[src/hdl/k_sorted_stream_sorter_core_macros.svh]
// assertion helpers for the k-sorted stream sorter
`ifndef K_SORTED_STREAM_SORTER_CORE_MACROS_SVH
`define K_SORTED_STREAM_SORTER_CORE_MACROS_SVH

`ifndef SYNTH
// plain property, checked at every edge outside reset
`define KSS_ASSERT(lbl, clk, rst_n, prop, msg) \
  lbl: assert property (@(posedge clk) disable iff (!rst_n) (prop)) else $error(msg);
// implication, antecedent and consequent given apart
`define KSS_ASSERT_IMP(lbl, clk, rst_n, ante, cons, msg) \
  lbl: assert property (@(posedge clk) disable iff (!rst_n) (ante) |-> (cons)) else $error(msg);
// implication with the consequent checked in the next cycle
`define KSS_ASSERT_NEXT(lbl, clk, rst_n, ante, cons, msg) \
  lbl: assert property (@(posedge clk) disable iff (!rst_n) (ante) |=> (cons)) else $error(msg);
`else
`define KSS_ASSERT(lbl, clk, rst_n, prop, msg)
`define KSS_ASSERT_IMP(lbl, clk, rst_n, ante, cons, msg)
`define KSS_ASSERT_NEXT(lbl, clk, rst_n, ante, cons, msg)
`endif

`endif

[src/hdl/kss_pkg.sv]
package kss_pkg;

  localparam int DATA_W          = 32;
  localparam int K_W             = 4;
  localparam logic [K_W-1:0] K_RESET = 4'd2;
  localparam int STORE_DEPTH_DEF = 16;

  // per-cycle control broadcast to every cell
  typedef struct packed {
    logic pop;  // shift the chain toward cell 0
    logic ins;  // insert the broadcast value
  } cell_ctrl_t;

endpackage

[src/hdl/kss_if.sv]
interface kss_in_if;
  import kss_pkg::*;
  logic              valid;
  logic              ready;
  logic [DATA_W-1:0] sample_value;
  logic              end_of_sequence;

  modport source (output valid, output sample_value, output end_of_sequence, input ready);
  modport sink (input valid, input sample_value, input end_of_sequence, output ready);
endinterface

interface kss_out_if;
  import kss_pkg::*;
  logic              valid;
  logic              ready;
  logic [DATA_W-1:0] sorted_value;
  logic              last_of_sequence;

  modport source (output valid, output sorted_value, output last_of_sequence, input ready);
  modport sink (input valid, input sorted_value, input last_of_sequence, output ready);
endinterface

interface kss_cfg_if;
  import kss_pkg::*;
  logic           valid;
  logic           ready;
  logic [K_W-1:0] window_k;

  modport source (output valid, output window_k, input ready);
  modport sink (input valid, input window_k, output ready);
endinterface

[src/hdl/k_sorted_stream_sorter_core.sv]
// k-sorted stream sorter
// in_i carries sample_value and end_of_sequence, out_i carries sorted_value and
// last_of_sequence, cfg_i writes window_k (always ready, write only while idle).
// values sit in a row of cells kept in ascending order, cell 0 holds the minimum.
// an input transfer with the row at capacity (window_k+1, at most STORE_DEPTH)
// pops cell 0 into the output register and inserts the new value in the same
// cycle; below capacity the value is only inserted and nothing comes out.
// a result is registered and appears on out_i the cycle after its transfer.
// throughput: one input transfer per cycle while the receiver keeps up; each cell
// does one compare and a neighbor select per cycle.
// end_of_sequence: after that transfer input is held off and the row drains one
// value per cycle while the receiver keeps up, the last one flagged.
// receiver stall: the output register holds its result, input and drain both
// wait until it is taken.
// reset: row empty, window_k = 2; cell contents are not cleared, no sweep.
module k_sorted_stream_sorter_core #(
  parameter int STORE_DEPTH = kss_pkg::STORE_DEPTH_DEF
) (
  input  logic clk_i,
  input  logic rst_ni,
  kss_in_if.sink    in_i,
  kss_out_if.source out_i,
  kss_cfg_if.sink   cfg_i
);
  import kss_pkg::*;

`include "k_sorted_stream_sorter_core_macros.svh"

  localparam int CntW = $clog2(STORE_DEPTH + 1);
  localparam int CmpW = (CntW > K_W + 1) ? CntW : K_W + 1;

  // sequencer codes
  localparam logic ST_RUN   = 1'b0;
  localparam logic ST_DRAIN = 1'b1;

  logic            state_q, state_d;
  logic [CntW-1:0] cnt_q, cnt_d;
  logic [CntW-1:0] cnt_s;       // count after an eventual pop
  logic [K_W-1:0]  window_k_q;

  logic              out_valid_q;
  logic [DATA_W-1:0] out_val_q;
  logic              out_last_q;

  logic       out_free, in_xfer, full, pop_in, pop_dr;
  cell_ctrl_t ctrl;

  logic [DATA_W-1:0] cell_val [STORE_DEPTH];
  logic [DATA_W-1:0] cell_s   [STORE_DEPTH];
  logic              cell_lt  [STORE_DEPTH];

  // configuration register
  assign cfg_i.ready = 1'b1;

  always_ff @(posedge clk_i or negedge rst_ni) begin
    if (!rst_ni) begin
      window_k_q <= K_RESET;
    end else if (cfg_i.valid) begin
      window_k_q <= cfg_i.window_k;
    end
  end

  // handshake and pop decisions
  assign out_free   = !out_valid_q || out_i.ready;
  assign in_i.ready = (state_q == ST_RUN) && out_free;
  assign in_xfer    = in_i.valid && in_i.ready;

  // at capacity: count >= min(window_k + 1, STORE_DEPTH)
  assign full = (CmpW'(cnt_q) >= (CmpW'(window_k_q) + CmpW'(1)))
             || (cnt_q == CntW'(STORE_DEPTH));

  assign pop_in   = in_xfer && full;
  assign pop_dr   = (state_q == ST_DRAIN) && out_free && (cnt_q != '0);
  assign ctrl.pop = pop_in || pop_dr;
  assign ctrl.ins = in_xfer;

  assign cnt_s = cnt_q - CntW'(ctrl.pop);
  assign cnt_d = cnt_s + CntW'(ctrl.ins);

  always_comb begin
    state_d = state_q;
    unique case (state_q)
      ST_RUN: begin
        if (in_xfer && in_i.end_of_sequence) begin
          state_d = ST_DRAIN;
        end
      end
      ST_DRAIN: begin
        if (pop_dr && (cnt_q == CntW'(1))) begin
          state_d = ST_RUN;
        end
      end
      default: state_d = ST_RUN;
    endcase
  end

  always_ff @(posedge clk_i or negedge rst_ni) begin
    if (!rst_ni) begin
      state_q     <= ST_RUN;
      cnt_q       <= '0;
      out_valid_q <= 1'b0;
    end else begin
      state_q <= state_d;
      cnt_q   <= cnt_d;
      if (ctrl.pop) begin
        out_valid_q <= 1'b1;
      end else if (out_i.ready) begin
        out_valid_q <= 1'b0;
      end
    end
  end

  // output register payload, loaded from cell 0 on every pop
  always_ff @(posedge clk_i) begin
    if (ctrl.pop) begin
      out_val_q  <= cell_val[0];
      out_last_q <= pop_dr && (cnt_q == CntW'(1));
    end
  end

  assign out_i.valid            = out_valid_q;
  assign out_i.sorted_value     = out_val_q;
  assign out_i.last_of_sequence = out_last_q;

  // sorted chain, each cell talks to its two neighbors only
  for (genvar i = 0; i < STORE_DEPTH; i++) begin : g_cell
    logic [DATA_W-1:0] right_val;
    logic [DATA_W-1:0] left_s;
    logic              left_lt;

    if (i == STORE_DEPTH - 1) begin : g_tail
      assign right_val = '0;
    end else begin : g_mid
      assign right_val = cell_val[i+1];
    end

    if (i == 0) begin : g_head
      assign left_s  = '0;
      assign left_lt = 1'b0;
    end else begin : g_body
      assign left_s  = cell_s[i-1];
      assign left_lt = cell_lt[i-1];
    end

    kss_cell u_cell (
      .clk_i       (clk_i),
      .ctrl_i      (ctrl),
      .ins_val_i   (in_i.sample_value),
      .occ_i       (CntW'(i) < cnt_s),
      .right_val_i (right_val),
      .left_s_i    (left_s),
      .left_lt_i   (left_lt),
      .val_o       (cell_val[i]),
      .s_o         (cell_s[i]),
      .lt_o        (cell_lt[i])
    );
  end

  // checks
  `KSS_ASSERT(a_cnt_bound, clk_i, rst_ni, cnt_q <= CntW'(STORE_DEPTH), "count beyond store depth")
  `KSS_ASSERT_IMP(a_drain_nonempty, clk_i, rst_ni, state_q == ST_DRAIN, cnt_q != '0, "drain with empty row")
  `KSS_ASSERT_NEXT(a_last_empties, clk_i, rst_ni, pop_dr && (cnt_q == CntW'(1)), (cnt_q == '0) && (state_q == ST_RUN) && out_last_q, "last pop left row busy")
  `KSS_ASSERT_IMP(a_head_sorted, clk_i, rst_ni, cnt_q >= CntW'(2), $signed(cell_val[0]) <= $signed(cell_val[1]), "head cells out of order")

endmodule

[src/hdl/kss_cell.sv]
module kss_cell (
  input  logic                       clk_i,
  input  kss_pkg::cell_ctrl_t        ctrl_i,
  input  logic [kss_pkg::DATA_W-1:0] ins_val_i,
  input  logic                       occ_i,
  input  logic [kss_pkg::DATA_W-1:0] right_val_i,
  input  logic [kss_pkg::DATA_W-1:0] left_s_i,
  input  logic                       left_lt_i,
  output logic [kss_pkg::DATA_W-1:0] val_o,
  output logic [kss_pkg::DATA_W-1:0] s_o,
  output logic                       lt_o
);
  import kss_pkg::*;

  logic [DATA_W-1:0] val_q, val_d;
  logic [DATA_W-1:0] s;
  logic              lt;

  // value this cell would hold after the shift
  assign s  = ctrl_i.pop ? right_val_i : val_q;
  // empty slots count as plus infinity
  assign lt = !occ_i || ($signed(ins_val_i) < $signed(s));

  always_comb begin
    if (!ctrl_i.ins || !lt) begin
      val_d = s;
    end else if (!left_lt_i) begin
      val_d = ins_val_i;
    end else begin
      val_d = left_s_i;
    end
  end

  always_ff @(posedge clk_i) begin
    if (ctrl_i.pop || ctrl_i.ins) begin
      val_q <= val_d;
    end
  end

  assign val_o = val_q;
  assign s_o   = s;
  assign lt_o  = lt;

endmodule
[src/flat_wrapper.sv]
// flat-port wrapper written by rule: the top's interface ports become plain ports
module k_sorted_stream_sorter_core_flat import kss_pkg::*;
#(
  parameter int STORE_DEPTH = kss_pkg::STORE_DEPTH_DEF
)
  (clk_i, rst_ni, in_i_valid, in_i_sample_value, in_i_end_of_sequence, in_i_ready, out_i_valid, out_i_sorted_value, out_i_last_of_sequence, out_i_ready, cfg_i_valid, cfg_i_window_k, cfg_i_ready);
  kss_in_if in_i_i ();
  kss_out_if out_i_i ();
  kss_cfg_if cfg_i_i ();
  input  logic clk_i;
  input  logic rst_ni;
  input wire logic [$bits(in_i_i.valid)-1:0] in_i_valid;
  input wire logic [$bits(in_i_i.sample_value)-1:0] in_i_sample_value;
  input wire logic [$bits(in_i_i.end_of_sequence)-1:0] in_i_end_of_sequence;
  output wire logic [$bits(in_i_i.ready)-1:0] in_i_ready;
  output wire logic [$bits(out_i_i.valid)-1:0] out_i_valid;
  output wire logic [$bits(out_i_i.sorted_value)-1:0] out_i_sorted_value;
  output wire logic [$bits(out_i_i.last_of_sequence)-1:0] out_i_last_of_sequence;
  input wire logic [$bits(out_i_i.ready)-1:0] out_i_ready;
  input wire logic [$bits(cfg_i_i.valid)-1:0] cfg_i_valid;
  input wire logic [$bits(cfg_i_i.window_k)-1:0] cfg_i_window_k;
  output wire logic [$bits(cfg_i_i.ready)-1:0] cfg_i_ready;
  assign in_i_i.valid = in_i_valid;
  assign in_i_i.sample_value = in_i_sample_value;
  assign in_i_i.end_of_sequence = in_i_end_of_sequence;
  assign in_i_ready = in_i_i.ready;
  assign out_i_valid = out_i_i.valid;
  assign out_i_sorted_value = out_i_i.sorted_value;
  assign out_i_last_of_sequence = out_i_i.last_of_sequence;
  assign out_i_i.ready = out_i_ready;
  assign cfg_i_i.valid = cfg_i_valid;
  assign cfg_i_i.window_k = cfg_i_window_k;
  assign cfg_i_ready = cfg_i_i.ready;
  k_sorted_stream_sorter_core #(.STORE_DEPTH(STORE_DEPTH)) u_core (.clk_i(clk_i), .rst_ni(rst_ni), .in_i(in_i_i), .out_i(out_i_i), .cfg_i(cfg_i_i));
endmodule
[config.mk]
export PLATFORM = sky130hd
export DESIGN_NAME = k_sorted_stream_sorter_core_flat
export DESIGN_NICKNAME = d
export VERILOG_FILES = /design/src/hdl/kss_pkg.sv /design/src/hdl/kss_if.sv /design/src/hdl/k_sorted_stream_sorter_core.sv /design/src/hdl/kss_cell.sv /design/src/flat_wrapper.sv
export VERILOG_INCLUDE_DIRS = /design/src /design/src/hdl
export SDC_FILE = /design/constraint.sdc
export NUM_CORES = 2
export LEC_CHECK = 0
export BUFFER_PORTS_ARGS = -buffer_cell sky130_fd_sc_hd__buf_2
export CORE_ASPECT_RATIO = 1.2
export CORE_UTILIZATION = 45
export CTS_CLUSTER_SIZE = 12
export DETAILED_ROUTE_END_ITERATION = 10
export PLACE_DENSITY = 0.61
export SYNTH_ARGS = -nofsm -noshare
export SYNTH_HDL_FRONTEND = slang
export SYNTH_SLANG_ARGS = --single-unit
[constraint.sdc]
create_clock -name clk_i -period 116.1 [get_ports clk_i]
set_clock_uncertainty 0.05 [all_clocks]
set_input_delay 23.22 -clock clk_i [delete_from_list [all_inputs] [get_ports clk_i]]
set_output_delay 23.22 -clock clk_i [all_outputs]
set_load 0.1 [all_outputs]
# After elaboration in Yosys (flattened, before gate mapping)

Index checks and enable logic that the tools add are counted.

Register bits: 556
Bits of input ports: 42
Output and inout port bits: 36
Logic and storage cells: 192

$add $sub $neg: 3
$lt $le $gt $ge: 33
Equality and inequality tests: 2
Mux-type cells: 52
Bitwise logic cells: 1
Reductions and logical operators: 79

Operator list:

| kind                  | number |
|---|---|
| $mux W32              | 47 |
| $lt A32 B32 Y1        | 16 |
| $lt A4 B5 Y1 const A  | 8 |
| $logic_or A1 B1 Y1    | 36 |
| $logic_not A1 Y1      | 34 |
| $lt A3 B5 Y1 const A  | 4 |
| $lt A1 B5 Y1 const A  | 2 |
| $lt A2 B5 Y1 const A  | 2 |
| $logic_and A1 B1 Y1   | 7 |
| $add A4 B1 Y5 const B | 1 |
| $add A5 B1 Y5         | 1 |
| $eq A5 B1 Y1 const B  | 1 |
| $eq A5 B5 Y1 const B  | 1 |
| $ge A5 B5 Y1          | 1 |
| $reduce_bool A5 Y1    | 1 |
| $sub A5 B1 Y5         | 1 |
| $mux W1               | 4 |
| $pmux W1 S2           | 1 |
| $reduce_bool A2 Y1    | 1 |
| $not A1 Y1            | 1 |

# Depth between registers and ports, before layout

Depth in word-level cells: 13
Mapped depth: 26
Gate-level depth less buffers: 21

# Cells and area by module

A second synthesis with hierarchy kept.

Cell total of the unflattened synthesis: 4256
Area total of the unflattened synthesis: 47992.3 µm²

Modules (own cells, without submodules):

| module                                   | times used | cells each | area an instance (µm²) | seq. area each (µm²) |
|---|---|---|---|---|
| kss_cell at u_core.g_cell[10].u_cell ... | 11         | 258        | 2896.5                 | 960.9 |
| kss_cell at u_core.g_cell[0].u_cell ...  | 4          | 257        | 2851.5                 | 960.9 |
| kss_cell at u_core.g_cell[5].u_cell      | 1          | 259        | 2851.5                 | 960.9 |
| k_sorted_stream_sorter_core              | 1          | 131        | 1873.0                 | 1267.5 |

# Worst setup path before layout

Ideal clock, no wire load.

Path kind: input to register
Start: input port out_i_ready
End: register u_core.g_cell[0].u_cell.val_q[0], enable pin
Setup time: 2.097 ns
Arrival: 59.179 ns
Data required time: 113.953 ns
Path slack: 54.774 ns
Stages on the path: 4
Path buffers: 1
Cells stage by stage: nand2b_1 -> buf_4 -> nand2_1 -> o21ai_0

Cells in the longest elaborated chain, start to end: 6
Elaborated cells on any way between the ends: 8
Classes of those cells: reduce/logical: 8

Ends and longest elaborated chain:

| item                 | RTL line                          | text |
|---|---|---|
| from (decl)          | flat_wrapper.sv:19                | `input wire logic [$bits(out_i_i.ready)-1:0] out_i_ready;` |
| $logic_or A1 B1 Y1 * | k_sorted_stream_sorter_core.sv:64 | `assign out_free = !out_valid_q \|\| out_i.ready;` |
| $logic_and A1 B1 Y1  | k_sorted_stream_sorter_core.sv:65 | `assign in_i.ready = (state_q == ST_RUN) && out_free;` |
| $logic_and A1 B1 Y1  | k_sorted_stream_sorter_core.sv:66 | `assign in_xfer = in_i.valid && in_i.ready;` |
| $logic_and A1 B1 Y1  | k_sorted_stream_sorter_core.sv:72 | `assign pop_in = in_xfer && full;` |
| $logic_or A1 B1 Y1   | k_sorted_stream_sorter_core.sv:74 | `assign ctrl.pop = pop_in \|\| pop_dr;` |
| $logic_or A1 B1 Y1 * | kss_cell.sv:35                    | `if (ctrl_i.pop \|\| ctrl_i.ins) begin` |
| to (signal assigned) | kss_cell.sv:36                    | `val_q <= val_d;` |
| to (decl)            | kss_cell.sv:15                    | `logic [DATA_W-1:0] val_q, val_d;` |

Mark *: on every way between the ends. The rest lies on a longest branch, timed or not.
A chain may end at the register's enable or synchronous reset.

# Worst setup path after layout

Start: input port out_i_ready
End: output port in_i_ready

Cells in the longest elaborated chain, start to end: 2

Ends and longest elaborated chain:

| item                | RTL line                          | text |
|---|---|---|
| $logic_or A1 B1 Y1  | k_sorted_stream_sorter_core.sv:64 |  |
| $logic_and A1 B1 Y1 | k_sorted_stream_sorter_core.sv:65 |  |
| to (decl)           | flat_wrapper.sv:15                | `output wire logic [$bits(in_i_i.ready)-1:0] in_i_ready;` |

Every way passes these cells.

==> run metrics <==
Synth async-reset ratio=1.98%; Seq cells post-synth=556; Fillers=9542; Slew @ Worst Pin=1.18 ns; Avg Inst Size Synth=11.0 um^2; global-route wire length before repair=roughly 200000 um; worst hold path type=flip-flop to flip-flop; Slew HR=a little over a fifth; CP Buf/Inv Count=2; number of global-route vias before repair=roughly 35000; design area=50200 um^2; DP Wirelength=just over 90000 um; core box area=102000 um^2; Die ar.=about 100000 um^2; chip width=295 um; DRT Pass-1 Iters=5; share of cells above drive strength 1=around 15%; Worst Path Arrival=roughly 24 ns; top_reg_cell synth=edfxtp_1; Syn Inst Count=~4200; IO buf count=76; EDFF count, synth=approximately 550; Initial Util=between 40 and 50%; clock latency on the worst-skew pair=0.64 ns; Longest Clk Path Bufs=3; dominant cell type by area after synthesis=edfxtp_1; Hold-fix buffers, CTS=0; Layout area overhead=7.95%; synth top area cells=edfxtp_1, mux2i_1, ha_1; initial antenna violation count=0; critical path endpoint category=primary output; setup TNS=0 ns; total wire length=~130000 um; YS warnings=0; maxcap violations=0; via/cell ratio=~6; Final Hold Violating Endpoints=0; GRT overflow=0; Num CTS Buffers=just under 70; CTS tree=yes; Commonest cells post-synth=mux2i_1, edfxtp_1, ha_1; Yosys cell types=between 80 and 90; fin crit share=between 40% and 50%; Max Slew Vio Count=0; IO Pins=roughly 80; H-tree levels=3; outcome=finished clean; critical path's most frequent cell=buf_2; Max Clk Rate=roughly 21 MHz; Post-DP Area=about 48000 um^2; RSZ-0062 raised after global routing=false; top-count cell post-synth=mux2i_1; crit path cell chain=buf_2 -> nor2b_1 -> nor2_1 -> buf_2; WL/cell=~23 um; Routed Antenna Nets=0; initial DRC count=~2100; Worst Path Required=92.83 ns; clk slew on worst S/H paths=about 0.060 ns; post-layout minimum cycle time=47.14 ns; CP max stage delay=0.43 ns; nets@finish=between 4000 and 5000; worst-path fanout max=2; post-CTS setup buffers=0; total track usage=between 20% and 30%; startpoint types=input port; # clock sinks=around 560; post-CTS resize count=0; pin count of the biggest net entering global routing=178; Critical-path top delay cell=buf_2; Row Count=around 130; Die Ht=about 350 um; final setup fails=0; Synth top area share=a little over a third; syn nets=4781; DRC=0; sequential fraction of the synthesis area=between 30% and 40%; clock root buffer=clkbuf_16; WS Path Type=input port to primary output; Mapped Area=roughly 46000 um^2; Crit path max-delay family=buffers and inverters; GP Congestion=a little under 0.9; Vias=roughly 34000
==> final timing paths <==
check / startpoint / slack, ns / end / cells after the start
worst max-delay path: out_i_ready / 68.96 / in_i_ready / 4
worst min-delay path: u_core.g_cell[0].u_cell.val_o[14] / 0.40 / u_core.out_i.sorted_value[14] / 0
worst max register to register: u_core.out_i.valid / 105.29 / u_core.g_cell[10].u_cell.val_o[9] / 27
worst min register to register: u_core.g_cell[0].u_cell.val_o[14] / 0.40 / u_core.out_i.sorted_value[14] / 0
max in group asynchronous: rst_ni / 93.28 / u_core.window_k_q[1] / 1
min in group asynchronous: rst_ni / 22.42 / u_core.out_i.valid / 1
==> metrics by stage <==
stage / std cells / util [%] / setup WS (ns) / hold WS, ns
after CTS: 5603 / 49.3 / 68.95 / 0.398
after floorplan: 4233 / - / 54.77 / 0.376
after detailed placement: 5485 / 47.1 / 68.95 / 0.384
final: 5605 / 49.3 / 68.96 / 0.396
after global routing: 5603 / 49.3 / 68.93 / 0.408
after global placement: 5485 / 47.1 / 68.94 / 0.386
==> area by class of cell <==
cell class | count | area (um^2) | share of cell area [%]
Sequential cell | 556 | 16600 | 33.2
Clock buffer | 90 | 1910 | 3.81
Tap cell | 1365 | 1710 | 3.40
Multi-Input combinational cell | 3301 | 28300 | 56.4
Inverter | 122 | 465 | 0.928
Clock inverter | 28 | 239 | 0.476
Antenna cell | 2 | 5.00 | 0.00997
Timing Repair Buffer | 141 | 893 | 1.78
==> cell usage in the layout (no fill, tap or decap), types with 36 or more instances in the layout <==
master,count
nand4_1,93
nand3_1,67
mux2i_1,893
a21oi_1,179
and3_1,41
edfxtp_1,545
o31ai_1,43
inv_1,120
and4b_1,62
nor2_1,110
or4_1,36
buf_2,76
mux2_2,344
and2_1,38
a211oi_1,60
ha_1,506
clkbuf_16,72
a21o_1,62
nand2_1,372
o21ai_0,112
buf_4,63
==> cell families (layout without fill, tap and decap cells) <==
group | Yosys count | in the layout | share of synthesized area [%]
buffers and inverters | 376 | 381 | 3.64
XOR/XNOR | 11 | 11 | 0.207
flip-flops | 556 | 556 | 35.8
multiplexers | 1255 | 1255 | 28.0
adder cells (fa/ha/maj) | 506 | 506 | 13.6
AO/OA/AOI/OAI | 596 | 596 | 8.29
AND/OR/NAND/NOR | 932 | 932 | 10.4
other | 1 | 3 | 0.00807
==> sequential cells by signal, indices dropped and copies added, names as in the netlist <==
signal and cells:
u_core.g_cell.u_cell.val_o 512, u_core.out_i.sorted_value 32, u_core.cnt_q 5, u_core.window_k_q 4, u_core.out_i.last_of_sequence 1, u_core.out_i.valid 1, u_core.state_q 1
==> metal layers <==
layer	GRT usage, %	vias to the layer above	wire, um
met5	0	-	0
met4	7.12	0	3140
met3	2.33	194	4250
met2	42.2	648	63800
met1	30.4	16600	55200
li1	-	16300	-
Power is left out: the tool's default activity adds up to more than one toggle a clock period on the data nets, which glitch-free logic cannot reach.
